[config.mk]
export PLATFORM = sky130hd
export DESIGN_NAME = fractional_boxcar_decimator_top
export DESIGN_NICKNAME = d
export VERILOG_FILES = /design/src/rtl/fbd_pkg.sv /design/src/rtl/fractional_boxcar_decimator_top.sv /design/src/rtl/fbd_lane.sv /design/src/rtl/fbd_merge.sv /design/src/rtl/fbd_divider.sv
export SDC_FILE = /design/constraint.sdc
export NUM_CORES = 1
export LEC_CHECK = 0
export BUFFER_PORTS_ARGS = -buffer_cell sky130_fd_sc_hd__buf_2
export CORE_ASPECT_RATIO = 1.75
export CORE_UTILIZATION = 35
export DETAILED_ROUTE_END_ITERATION = 16
export RECOVER_POWER = 100
export REMOVE_ABC_BUFFERS = 1
export SYNTH_ARGS = -nofsm -noshare
export SYNTH_HDL_FRONTEND = slang
export SYNTH_SLANG_ARGS = --single-unit
export TNS_END_PERCENT = 5
[constraint.sdc]
create_clock -name clock -period 9.8 [get_ports clock]
set_clock_uncertainty 0.1 [all_clocks]
set_input_delay 0.98 -clock clock [delete_from_list [all_inputs] [get_ports clock]]
set_output_delay 0.98 -clock clock [all_outputs]
set_load 0.02 [all_outputs]
[src/rtl/fbd_pkg.sv]
`timescale 1ns / 1ps
`default_nettype none
// ----------------------------------------------------------------------------
// Fractional boxcar decimator package
// Shared constants, register indexes and the divider state type.
// ----------------------------------------------------------------------------
package fbd_pkg;

   localparam int LANES            = 4;
   localparam int SAMPLE_BITS_DEF  = 16;
   localparam int SLICE_BITS_DEF   = 8;
   localparam int PHASE_BITS       = 32;
   localparam int PHASE_STEP_BITS  = 24;
   localparam int CSR_DATA_BITS    = 24;
   localparam int CSR_INDEX_BITS   = 3;
   localparam int ACTIVE_BITS      = 3;

   typedef enum logic [CSR_INDEX_BITS-1:0] {
      CSR_SLICE_SHORT  = 3'd0,
      CSR_SLICE_LONG   = 3'd1,
      CSR_PHASE_ADD    = 3'd2,
      CSR_PHASE_SUB    = 3'd3,
      CSR_ACTIVE_LANES = 3'd4
   } csr_index_type;

   typedef enum logic [1:0] {
      DIV_IDLE,
      DIV_RUN,
      DIV_DONE
   } div_state_type;

endpackage
`default_nettype wire

[src/rtl/fractional_boxcar_decimator_top.sv]
`timescale 1ns / 1ps
`default_nettype none
// ----------------------------------------------------------------------------
// Fractional boxcar decimator
// Mixes up to four DAC lanes per step and averages the mix over windows of
// alternating length chosen by a signed phase accumulator.
// ----------------------------------------------------------------------------
// Throughput: one step transfer per cycle. A step that closes its window is
//   held back only while the previous division is still running or its result
//   has not been taken; with a receiver that takes each result at once this
//   happens only for windows shorter than SUM_BITS + 2 steps (28 by default).
// Result: the result of a closing step is offered once the bit-serial divider
//   has worked through every bit of the window sum.
// Reset: synchronous, active high; restores the register defaults, clears the
//   phase accumulator and window state and empties the divider.
// ----------------------------------------------------------------------------
module fractional_boxcar_decimator_top #(
   parameter int SAMPLE_BITS = fbd_pkg::SAMPLE_BITS_DEF,
   parameter int SLICE_BITS  = fbd_pkg::SLICE_BITS_DEF
) (
   input  wire logic                                 clock,
   input  wire logic                                 reset,
   // Step channel
   input  wire logic                                 req_valid,
   output logic                                      req_ready,
   input  wire logic signed [SAMPLE_BITS-1:0]        req_lane0_sample,
   input  wire logic signed [SAMPLE_BITS-1:0]        req_lane1_sample,
   input  wire logic signed [SAMPLE_BITS-1:0]        req_lane2_sample,
   input  wire logic signed [SAMPLE_BITS-1:0]        req_lane3_sample,
   // Result channel
   output logic                                      rsp_valid,
   input  wire logic                                 rsp_ready,
   output logic signed      [SAMPLE_BITS-1:0]        rsp_mixed_sample,
   // Register write port
   input  wire logic                                 csr_write_enable,
   input  wire logic [fbd_pkg::CSR_INDEX_BITS-1:0]   csr_index,
   input  wire logic [fbd_pkg::CSR_DATA_BITS-1:0]    csr_write_data
);
   import fbd_pkg::*;

   // The step sum needs room for the lanes, the window sum for the slice.
   localparam int STEP_BITS = SAMPLE_BITS + $clog2(LANES);
   localparam int SUM_BITS  = STEP_BITS + SLICE_BITS;

   // Configuration registers.
   logic [SLICE_BITS-1:0]      slice_short_ff;
   logic [SLICE_BITS-1:0]      slice_long_ff;
   logic [PHASE_STEP_BITS-1:0] phase_add_ff;
   logic [PHASE_STEP_BITS-1:0] phase_sub_ff;
   logic [ACTIVE_BITS-1:0]     active_lanes_ff;

   // Window state.
   logic [PHASE_BITS-1:0]      phase_ff, phase_in;
   logic [SLICE_BITS-1:0]      count_ff, count_in;
   logic [SLICE_BITS-1:0]      length_ff, length_in;
   logic signed [SUM_BITS-1:0] sum_ff, sum_in;

   logic signed [SAMPLE_BITS-1:0] samples     [LANES];
   logic signed [STEP_BITS-1:0]   lane_values [LANES];
   logic signed [STEP_BITS-1:0]   step_sum;

   logic                       win_open;
   logic                       phase_neg;
   logic [SLICE_BITS-1:0]      raw_len;
   logic [SLICE_BITS-1:0]      start_len;
   logic [SLICE_BITS-1:0]      len_cur;
   logic [SLICE_BITS-1:0]      count_next;
   logic                       closes;
   logic signed [SUM_BITS-1:0] base_sum;
   logic signed [SUM_BITS-1:0] new_sum;
   logic                       fire;
   logic                       div_start;
   logic                       div_idle;

   assign samples[0] = req_lane0_sample;
   assign samples[1] = req_lane1_sample;
   assign samples[2] = req_lane2_sample;
   assign samples[3] = req_lane3_sample;

   // One lane per DAC channel, all working on the same step.
   for (genvar g = 0; g < LANES; g++) begin : g_lane
      fbd_lane #(
         .SAMPLE_BITS (SAMPLE_BITS),
         .STEP_BITS   (STEP_BITS),
         .LANE_INDEX  (g)
      ) u_lane (
         .sample       (samples[g]),
         .active_lanes (active_lanes_ff),
         .lane_value   (lane_values[g])
      );
   end

   fbd_merge #(
      .STEP_BITS (STEP_BITS)
   ) u_merge (
      .lane_values (lane_values),
      .step_sum    (step_sum)
   );

   // Register writes; indexes beyond the list are ignored.
   always_ff @(posedge clock) begin
      if (reset) begin
         slice_short_ff  <= SLICE_BITS'(81);
         slice_long_ff   <= SLICE_BITS'(82);
         phase_add_ff    <= '0;
         phase_sub_ff    <= '0;
         active_lanes_ff <= ACTIVE_BITS'(1);
      end else if (csr_write_enable) begin
         unique case (csr_index_type'(csr_index))
            CSR_SLICE_SHORT:  slice_short_ff  <= csr_write_data[SLICE_BITS-1:0];
            CSR_SLICE_LONG:   slice_long_ff   <= csr_write_data[SLICE_BITS-1:0];
            CSR_PHASE_ADD:    phase_add_ff    <= csr_write_data[PHASE_STEP_BITS-1:0];
            CSR_PHASE_SUB:    phase_sub_ff    <= csr_write_data[PHASE_STEP_BITS-1:0];
            CSR_ACTIVE_LANES: active_lanes_ff <= csr_write_data[ACTIVE_BITS-1:0];
            default: begin
            end
         endcase
      end
   end

   // A count of zero means no window is open, so the length in use comes from
   // the phase accumulator: negative picks the long slice. A zero slice is
   // taken as one step, so every step closes its window.
   assign win_open   = count_ff != '0;
   assign phase_neg  = phase_ff[PHASE_BITS-1];
   assign raw_len    = phase_neg ? slice_long_ff : slice_short_ff;
   assign start_len  = (raw_len == '0) ? SLICE_BITS'(1) : raw_len;
   assign len_cur    = win_open ? length_ff : start_len;
   assign count_next = count_ff + 1'b1;
   assign closes     = count_next >= len_cur;
   assign base_sum   = win_open ? sum_ff : '0;
   assign new_sum    = base_sum
                     + {{(SUM_BITS-STEP_BITS){step_sum[STEP_BITS-1]}}, step_sum};

   // Steps inside a window always flow; a closing step needs a free divider.
   assign req_ready = !closes || div_idle;
   assign fire      = req_valid && req_ready;
   assign div_start = fire && closes;

   always_comb begin
      phase_in  = phase_ff;
      count_in  = count_ff;
      length_in = length_ff;
      sum_in    = sum_ff;
      if (fire) begin
         if (!win_open) begin
            length_in = start_len;
            phase_in  = phase_ff
                      + (phase_neg ? PHASE_BITS'(phase_add_ff) : '0)
                      - PHASE_BITS'(phase_sub_ff);
         end
         if (closes) begin
            count_in = '0;
            sum_in   = '0;
         end else begin
            count_in = count_next;
            sum_in   = new_sum;
         end
      end
   end

   always_ff @(posedge clock) begin
      if (reset) begin
         phase_ff  <= '0;
         count_ff  <= '0;
         length_ff <= '0;
         sum_ff    <= '0;
      end else begin
         phase_ff  <= phase_in;
         count_ff  <= count_in;
         length_ff <= length_in;
         sum_ff    <= sum_in;
      end
   end

   // The divider holds its quotient until the result transfer completes.
   fbd_divider #(
      .SUM_BITS    (SUM_BITS),
      .SLICE_BITS  (SLICE_BITS),
      .SAMPLE_BITS (SAMPLE_BITS)
   ) u_divider (
      .clock     (clock),
      .reset     (reset),
      .start     (div_start),
      .dividend  (new_sum),
      .divisor   (len_cur),
      .idle      (div_idle),
      .rsp_valid (rsp_valid),
      .rsp_ready (rsp_ready),
      .quotient  (rsp_mixed_sample)
   );

   // An open window never holds more steps than its latched length.
   a_count_below_length: assert property (@(posedge clock) disable iff (reset)
      win_open |-> (count_ff < length_ff))
      else $error("window count reached its length without closing");

   // No partial sum survives once a window has closed.
   a_closed_sum_clear: assert property (@(posedge clock) disable iff (reset)
      !win_open |-> (sum_ff == '0))
      else $error("window sum not cleared while no window is open");

   // A started division occupies the divider in the next cycle.
   a_start_takes: assert property (@(posedge clock) disable iff (reset)
      div_start |=> !div_idle)
      else $error("division start was lost");

   // No result is offered while the divider claims to be free.
   a_idle_no_result: assert property (@(posedge clock) disable iff (reset)
      div_idle |-> !rsp_valid)
      else $error("result offered by an idle divider");

endmodule
`default_nettype wire

[src/rtl/fbd_lane.sv]
`timescale 1ns / 1ps
`default_nettype none
// ----------------------------------------------------------------------------
// Fractional boxcar decimator lane
// Gates one DAC sample by the active lane count and widens it for the mix.
// ----------------------------------------------------------------------------
module fbd_lane #(
   parameter int SAMPLE_BITS = fbd_pkg::SAMPLE_BITS_DEF,
   parameter int STEP_BITS   = fbd_pkg::SAMPLE_BITS_DEF + 2,
   parameter int LANE_INDEX  = 0
) (
   input  wire logic signed [SAMPLE_BITS-1:0]          sample,
   input  wire logic        [fbd_pkg::ACTIVE_BITS-1:0] active_lanes,
   output logic      signed [STEP_BITS-1:0]            lane_value
);
   import fbd_pkg::*;

   localparam logic [ACTIVE_BITS-1:0] INDEX = ACTIVE_BITS'(LANE_INDEX);

   logic enabled;

   // A lane takes part when its index lies below the programmed count.
   assign enabled = active_lanes > INDEX;

   always_comb begin
      if (enabled) begin
         lane_value = {{(STEP_BITS-SAMPLE_BITS){sample[SAMPLE_BITS-1]}}, sample};
      end else begin
         lane_value = '0;
      end
   end

endmodule
`default_nettype wire

[src/rtl/fbd_merge.sv]
`timescale 1ns / 1ps
`default_nettype none
// ----------------------------------------------------------------------------
// Fractional boxcar decimator merge
// Adds the gated lane values of one step into the step sum.
// ----------------------------------------------------------------------------
module fbd_merge #(
   parameter int STEP_BITS = fbd_pkg::SAMPLE_BITS_DEF + 2
) (
   input  wire logic signed [STEP_BITS-1:0] lane_values [fbd_pkg::LANES],
   output logic      signed [STEP_BITS-1:0] step_sum
);
   import fbd_pkg::*;

   always_comb begin
      step_sum = '0;
      for (int i = 0; i < LANES; i++) begin
         step_sum = step_sum + lane_values[i];
      end
   end

endmodule
`default_nettype wire

[src/rtl/fbd_divider.sv]
`timescale 1ns / 1ps
`default_nettype none
// ----------------------------------------------------------------------------
// Fractional boxcar decimator divider
// Restoring signed division, one quotient bit a cycle, with a result register.
// ----------------------------------------------------------------------------
module fbd_divider #(
   parameter int SUM_BITS    = 26,
   parameter int SLICE_BITS  = fbd_pkg::SLICE_BITS_DEF,
   parameter int SAMPLE_BITS = fbd_pkg::SAMPLE_BITS_DEF
) (
   input  wire logic                          clock,
   input  wire logic                          reset,
   input  wire logic                          start,
   input  wire logic signed [SUM_BITS-1:0]    dividend,
   input  wire logic        [SLICE_BITS-1:0]  divisor,
   output logic                               idle,
   output logic                               rsp_valid,
   input  wire logic                          rsp_ready,
   output logic             [SAMPLE_BITS-1:0] quotient
);
   import fbd_pkg::*;

   localparam int CNT_BITS = $clog2(SUM_BITS);

   div_state_type           state_ff, state_in;
   logic                    neg_ff, neg_in;
   logic [SUM_BITS-1:0]     dvd_ff, dvd_in;
   logic [SLICE_BITS-1:0]   den_ff, den_in;
   logic [SLICE_BITS-1:0]   rem_ff, rem_in;
   logic [CNT_BITS-1:0]     cnt_ff, cnt_in;

   logic [SLICE_BITS:0]     trial;
   logic [SLICE_BITS:0]     diff;
   logic                    take;
   logic [SAMPLE_BITS-1:0]  q_mag;

   assign trial = {rem_ff, dvd_ff[SUM_BITS-1]};
   assign diff  = trial - {1'b0, den_ff};
   assign take  = trial >= {1'b0, den_ff};

   always_ff @(posedge clock) begin
      if (reset) begin
         state_ff <= DIV_IDLE;
      end else begin
         state_ff <= state_in;
      end
      neg_ff <= neg_in;
      dvd_ff <= dvd_in;
      den_ff <= den_in;
      rem_ff <= rem_in;
      cnt_ff <= cnt_in;
   end

   always_comb begin
      state_in = state_ff;
      neg_in   = neg_ff;
      dvd_in   = dvd_ff;
      den_in   = den_ff;
      rem_in   = rem_ff;
      cnt_in   = cnt_ff;
      unique case (state_ff)
         DIV_IDLE: begin
            if (start) begin
               neg_in   = dividend[SUM_BITS-1];
               dvd_in   = dividend[SUM_BITS-1] ? ('0 - dividend) : dividend;
               den_in   = divisor;
               rem_in   = '0;
               cnt_in   = CNT_BITS'(SUM_BITS - 1);
               state_in = DIV_RUN;
            end
         end
         DIV_RUN: begin
            rem_in = take ? diff[SLICE_BITS-1:0] : trial[SLICE_BITS-1:0];
            dvd_in = {dvd_ff[SUM_BITS-2:0], take};
            cnt_in = cnt_ff - 1'b1;
            if (cnt_ff == '0) begin
               state_in = DIV_DONE;
            end
         end
         DIV_DONE: begin
            if (rsp_ready) begin
               state_in = DIV_IDLE;
            end
         end
         default: begin
            state_in = DIV_IDLE;
         end
      endcase
   end

   // Magnitude quotient, then the sign restored: truncation toward zero.
   assign q_mag     = dvd_ff[SAMPLE_BITS-1:0];
   assign quotient  = neg_ff ? ('0 - q_mag) : q_mag;
   assign idle      = state_ff == DIV_IDLE;
   assign rsp_valid = state_ff == DIV_DONE;

endmodule
`default_nettype wire

==> results.yml <==
critical_path:
  path_class: "reg2reg"
  start_kind: "flop"
  slowest_delay_ns: 0.59
  worst-path-buf-inv: 4
  crit_path_frequent_cell: "a21oi_1"
  end_kind: "flop"
  arrival_ns: 8.58
  worst_path_max_delay_cell: "fa_1"
  crit_required_ns: 9.89
  cp_max_fo: 22
  cp_top_family: "compound AO/OA/AOI/OAI gates"
place:
  dp_hpwl_mm: 29.3
  io_buffers: 113
  place_congestion: 0.866
cts:
  cts_max_level: 4
  cts_root_buffer: "clkbuf_16"
  clock_latency_ns: 0.45
  cts_tree: "built"
  clockBufferDepth: 2
  cts.clk_slew.worst_paths_ns: 0.07
  postCtsHoldBufs: 0
  post_cts_buffers: 0
  cts.sinks: 191
  cts_resized: 0
  cts_buffers: 17
drt:
  dr_total_vias: 12729
  antenna_left: 0
  drc: 0
  wl_mm: 37.9
  avgRoutedWirePerCell_um: 15.2
  dr.pass1.iters: 5
  via_per_inst: 5.09
  drt_iter0_drc: 505
global_routing:
  grt_pass1_wl_mm: 62.4
  grt_max_degree: 83
  grt_usage_pct: 18.2
  grt_pass1_vias: 12932
  antenna_found_initial: 1
  gr-total-overflow: 0
logic_synthesis:
  ys_seq_area_share_pct: 29.2
  netlist_area_um2: 14700
  yosysWarnings: 0
  synth.distinct_cells: 75
  synthArstFlopShare_pct: 0
  syn_avg_cell_area_um2: 7.89
  synth_edf_count: 48
  yosys_most_used_dff: "dfxtp_1"
  ys_seq_elements: 191
  syn_inst: 1865
pwr:
  leakage_uw: 0.00683
  worst_ir_drop_vdd_v: 0.000154
  power_density_nw_per_um2: 204
floorplanning:
  initial_core_util_pct: 35.4
  core_area_um2: 41600
  dieHeight_um: 273
  fp.dieW_um: 157
  fp.dieArea_um2: 42900
  io_pins: 114
  std_cell_rows: 99
sta:
  slew-limit-headroom_pct: -137
  setup_viol: 0
  finalCritPeriodShare_pct: 86.7
  tightest_slew_ns: 3.56
  max_freq_mhz: 118
  rsz0062_at_grt: "no"
  fin_crit_ns: 8.49
  fin_tns_setup_ns: 0
  maxSlewViolCount: 344
  hold_violations: 0
run_status:
  status: "finished, violations left"
  violations: "capacitance limit, slew limit"
final_layout:
  fin_nets: 2181
  layout-drive-gt1-share_pct: 7.71
  antenna_cells: 0
  utilization_pct: 39.1
  synthToLayoutAreaGrowth_pct: 10.6
min_path:
  min_path_type: "reg2reg"
job:
  maxCapViolations: 8
## Yosys cell counts (22+ instances only)
cell type | count | area share, %
nand2_1 | 304 | 7.8
inv_1 | 195 | 5.0
a21oi_1 | 173 | 5.9
nor2_1 | 144 | 3.7
dfxtp_1 | 143 | 19
ha_1 | 94 | 8.0
xnor2_1 | 81 | 4.8
clkbuf_1 | 71 | 1.8
o21ai_0 | 68 | 2.3
fa_1 | 59 | 8.0
nor2b_1 | 58 | 2.5
edfxtp_1 | 48 | 9.8
nor3_1 | 42 | 1.4
a21o_1 | 33 | 1.7
a22oi_1 | 31 | 1.6
a211oi_1 | 22 | 1.1
and2_1 | 22 | 0.94
## final cells by class
type	count	area [um^2]
Tap cell	555	694
Clock inverter	13	124
Fill cell	4374	25300
Sequential cell	191	4300
Clock buffer	19	433
Timing Repair Buffer	128	627
Inverter	197	742
Multi-Input combinational cell	1397	9350
## cells by family (layout without fill, tap and decap cells)
logic type	count (synthesis)	count (layout)	synth area share (%)
AOI/OAI and AO/OA	431	431	18.4
and+or+nand+nor	692	692	21.7
buffers and inverters	277	357	7.19
muxes	21	21	1.46
DFF	191	191	29.2
adders and majority gates	153	153	16.0
xor gates and xnor gates	100	100	5.95
## metrics by stage
stage | instance area (um^2) | setup slack, ns | power (uW) | hold slack, ns | cells
global placement | 15800 | 1.57 | 2630 | 0.338 | 2468
floorplan | 14400 | 1.80 | 2270 | 0.326 | 1785
global route | 16300 | 0.660 | 3600 | 0.375 | 2500
CTS | 16400 | 1.40 | 3350 | 0.358 | 2500
finish | 16300 | 1.31 | 3320 | 0.353 | 2500
detailed placement | 15800 | 1.42 | 2660 | 0.348 | 2468
## metal layers
metal | wire length, um | global-route usage (%)
met2 | 20400 | 35.1
met5 | 13 | 0
met1 | 15400 | 19.6
met3 | 980 | 2.22
met4 | 1140 | 7.46
## state kept, by name (all words and copies together), names as in the netlist
signal	count
count_ff	8
length_ff	8
slice_short_ff	8
u_divider.cnt_ff	5
sum_ff	26
u_divider.rem_ff	8
u_divider.neg_ff	1
phase_sub_ff	24
u_divider.den_ff	8
phase_add_ff	24
u_divider.dvd_ff	26
phase_ff	32
u_divider.state_ff	2
slice_long_ff	8
active_lanes_ff	3
## power breakdown
part / internal (uW) / leakage (uW) / switching [uW]
Sequential: 922 / 0.00160 / 62.8
Clock: 338 / 0.000275 / 342
Combinational: 699 / 0.00496 / 955
Total: 1960 / 0.00683 / 1360
## cells in the final DEF (no fill, tap or decap), types with 22 or more instances in the layout
master    count
a211oi_1     22
a21o_1       33
a21oi_1     172
a22oi_1      31
buf_2        93
clkbuf_1     29
dfxtp_1     143
edfxtp_1     48
fa_1         59
ha_1         94
inv_1       195
nand2_1     304
nor2_1      143
nor2b_1      57
nor3_1       42
o21ai_0      69
xnor2_1      81
## worst min-delay path, cell delays in order, from the launching register on
cell and delay [ns]:
dfxtp_1 0.31, nand2_1 0.05, a21oi_1 0.05
## worst paths after layout
kind	start	endpoint	slack, ns	cells after the start
min	phase_ff[3]$_SDFFE_PP0P_	phase_ff[3]$_SDFFE_PP0P_	0.35	2
max reg2reg	active_lanes_ff[2]$_SDFFE_PP0P_	u_divider.dvd_ff[18]$_DFFE_PP_	1.31	33
min reg2reg	phase_ff[3]$_SDFFE_PP0P_	phase_ff[3]$_SDFFE_PP0P_	0.35	2
max	active_lanes_ff[2]$_SDFFE_PP0P_	u_divider.dvd_ff[18]$_DFFE_PP_	1.31	33
(Power assumes the default switching activity.)
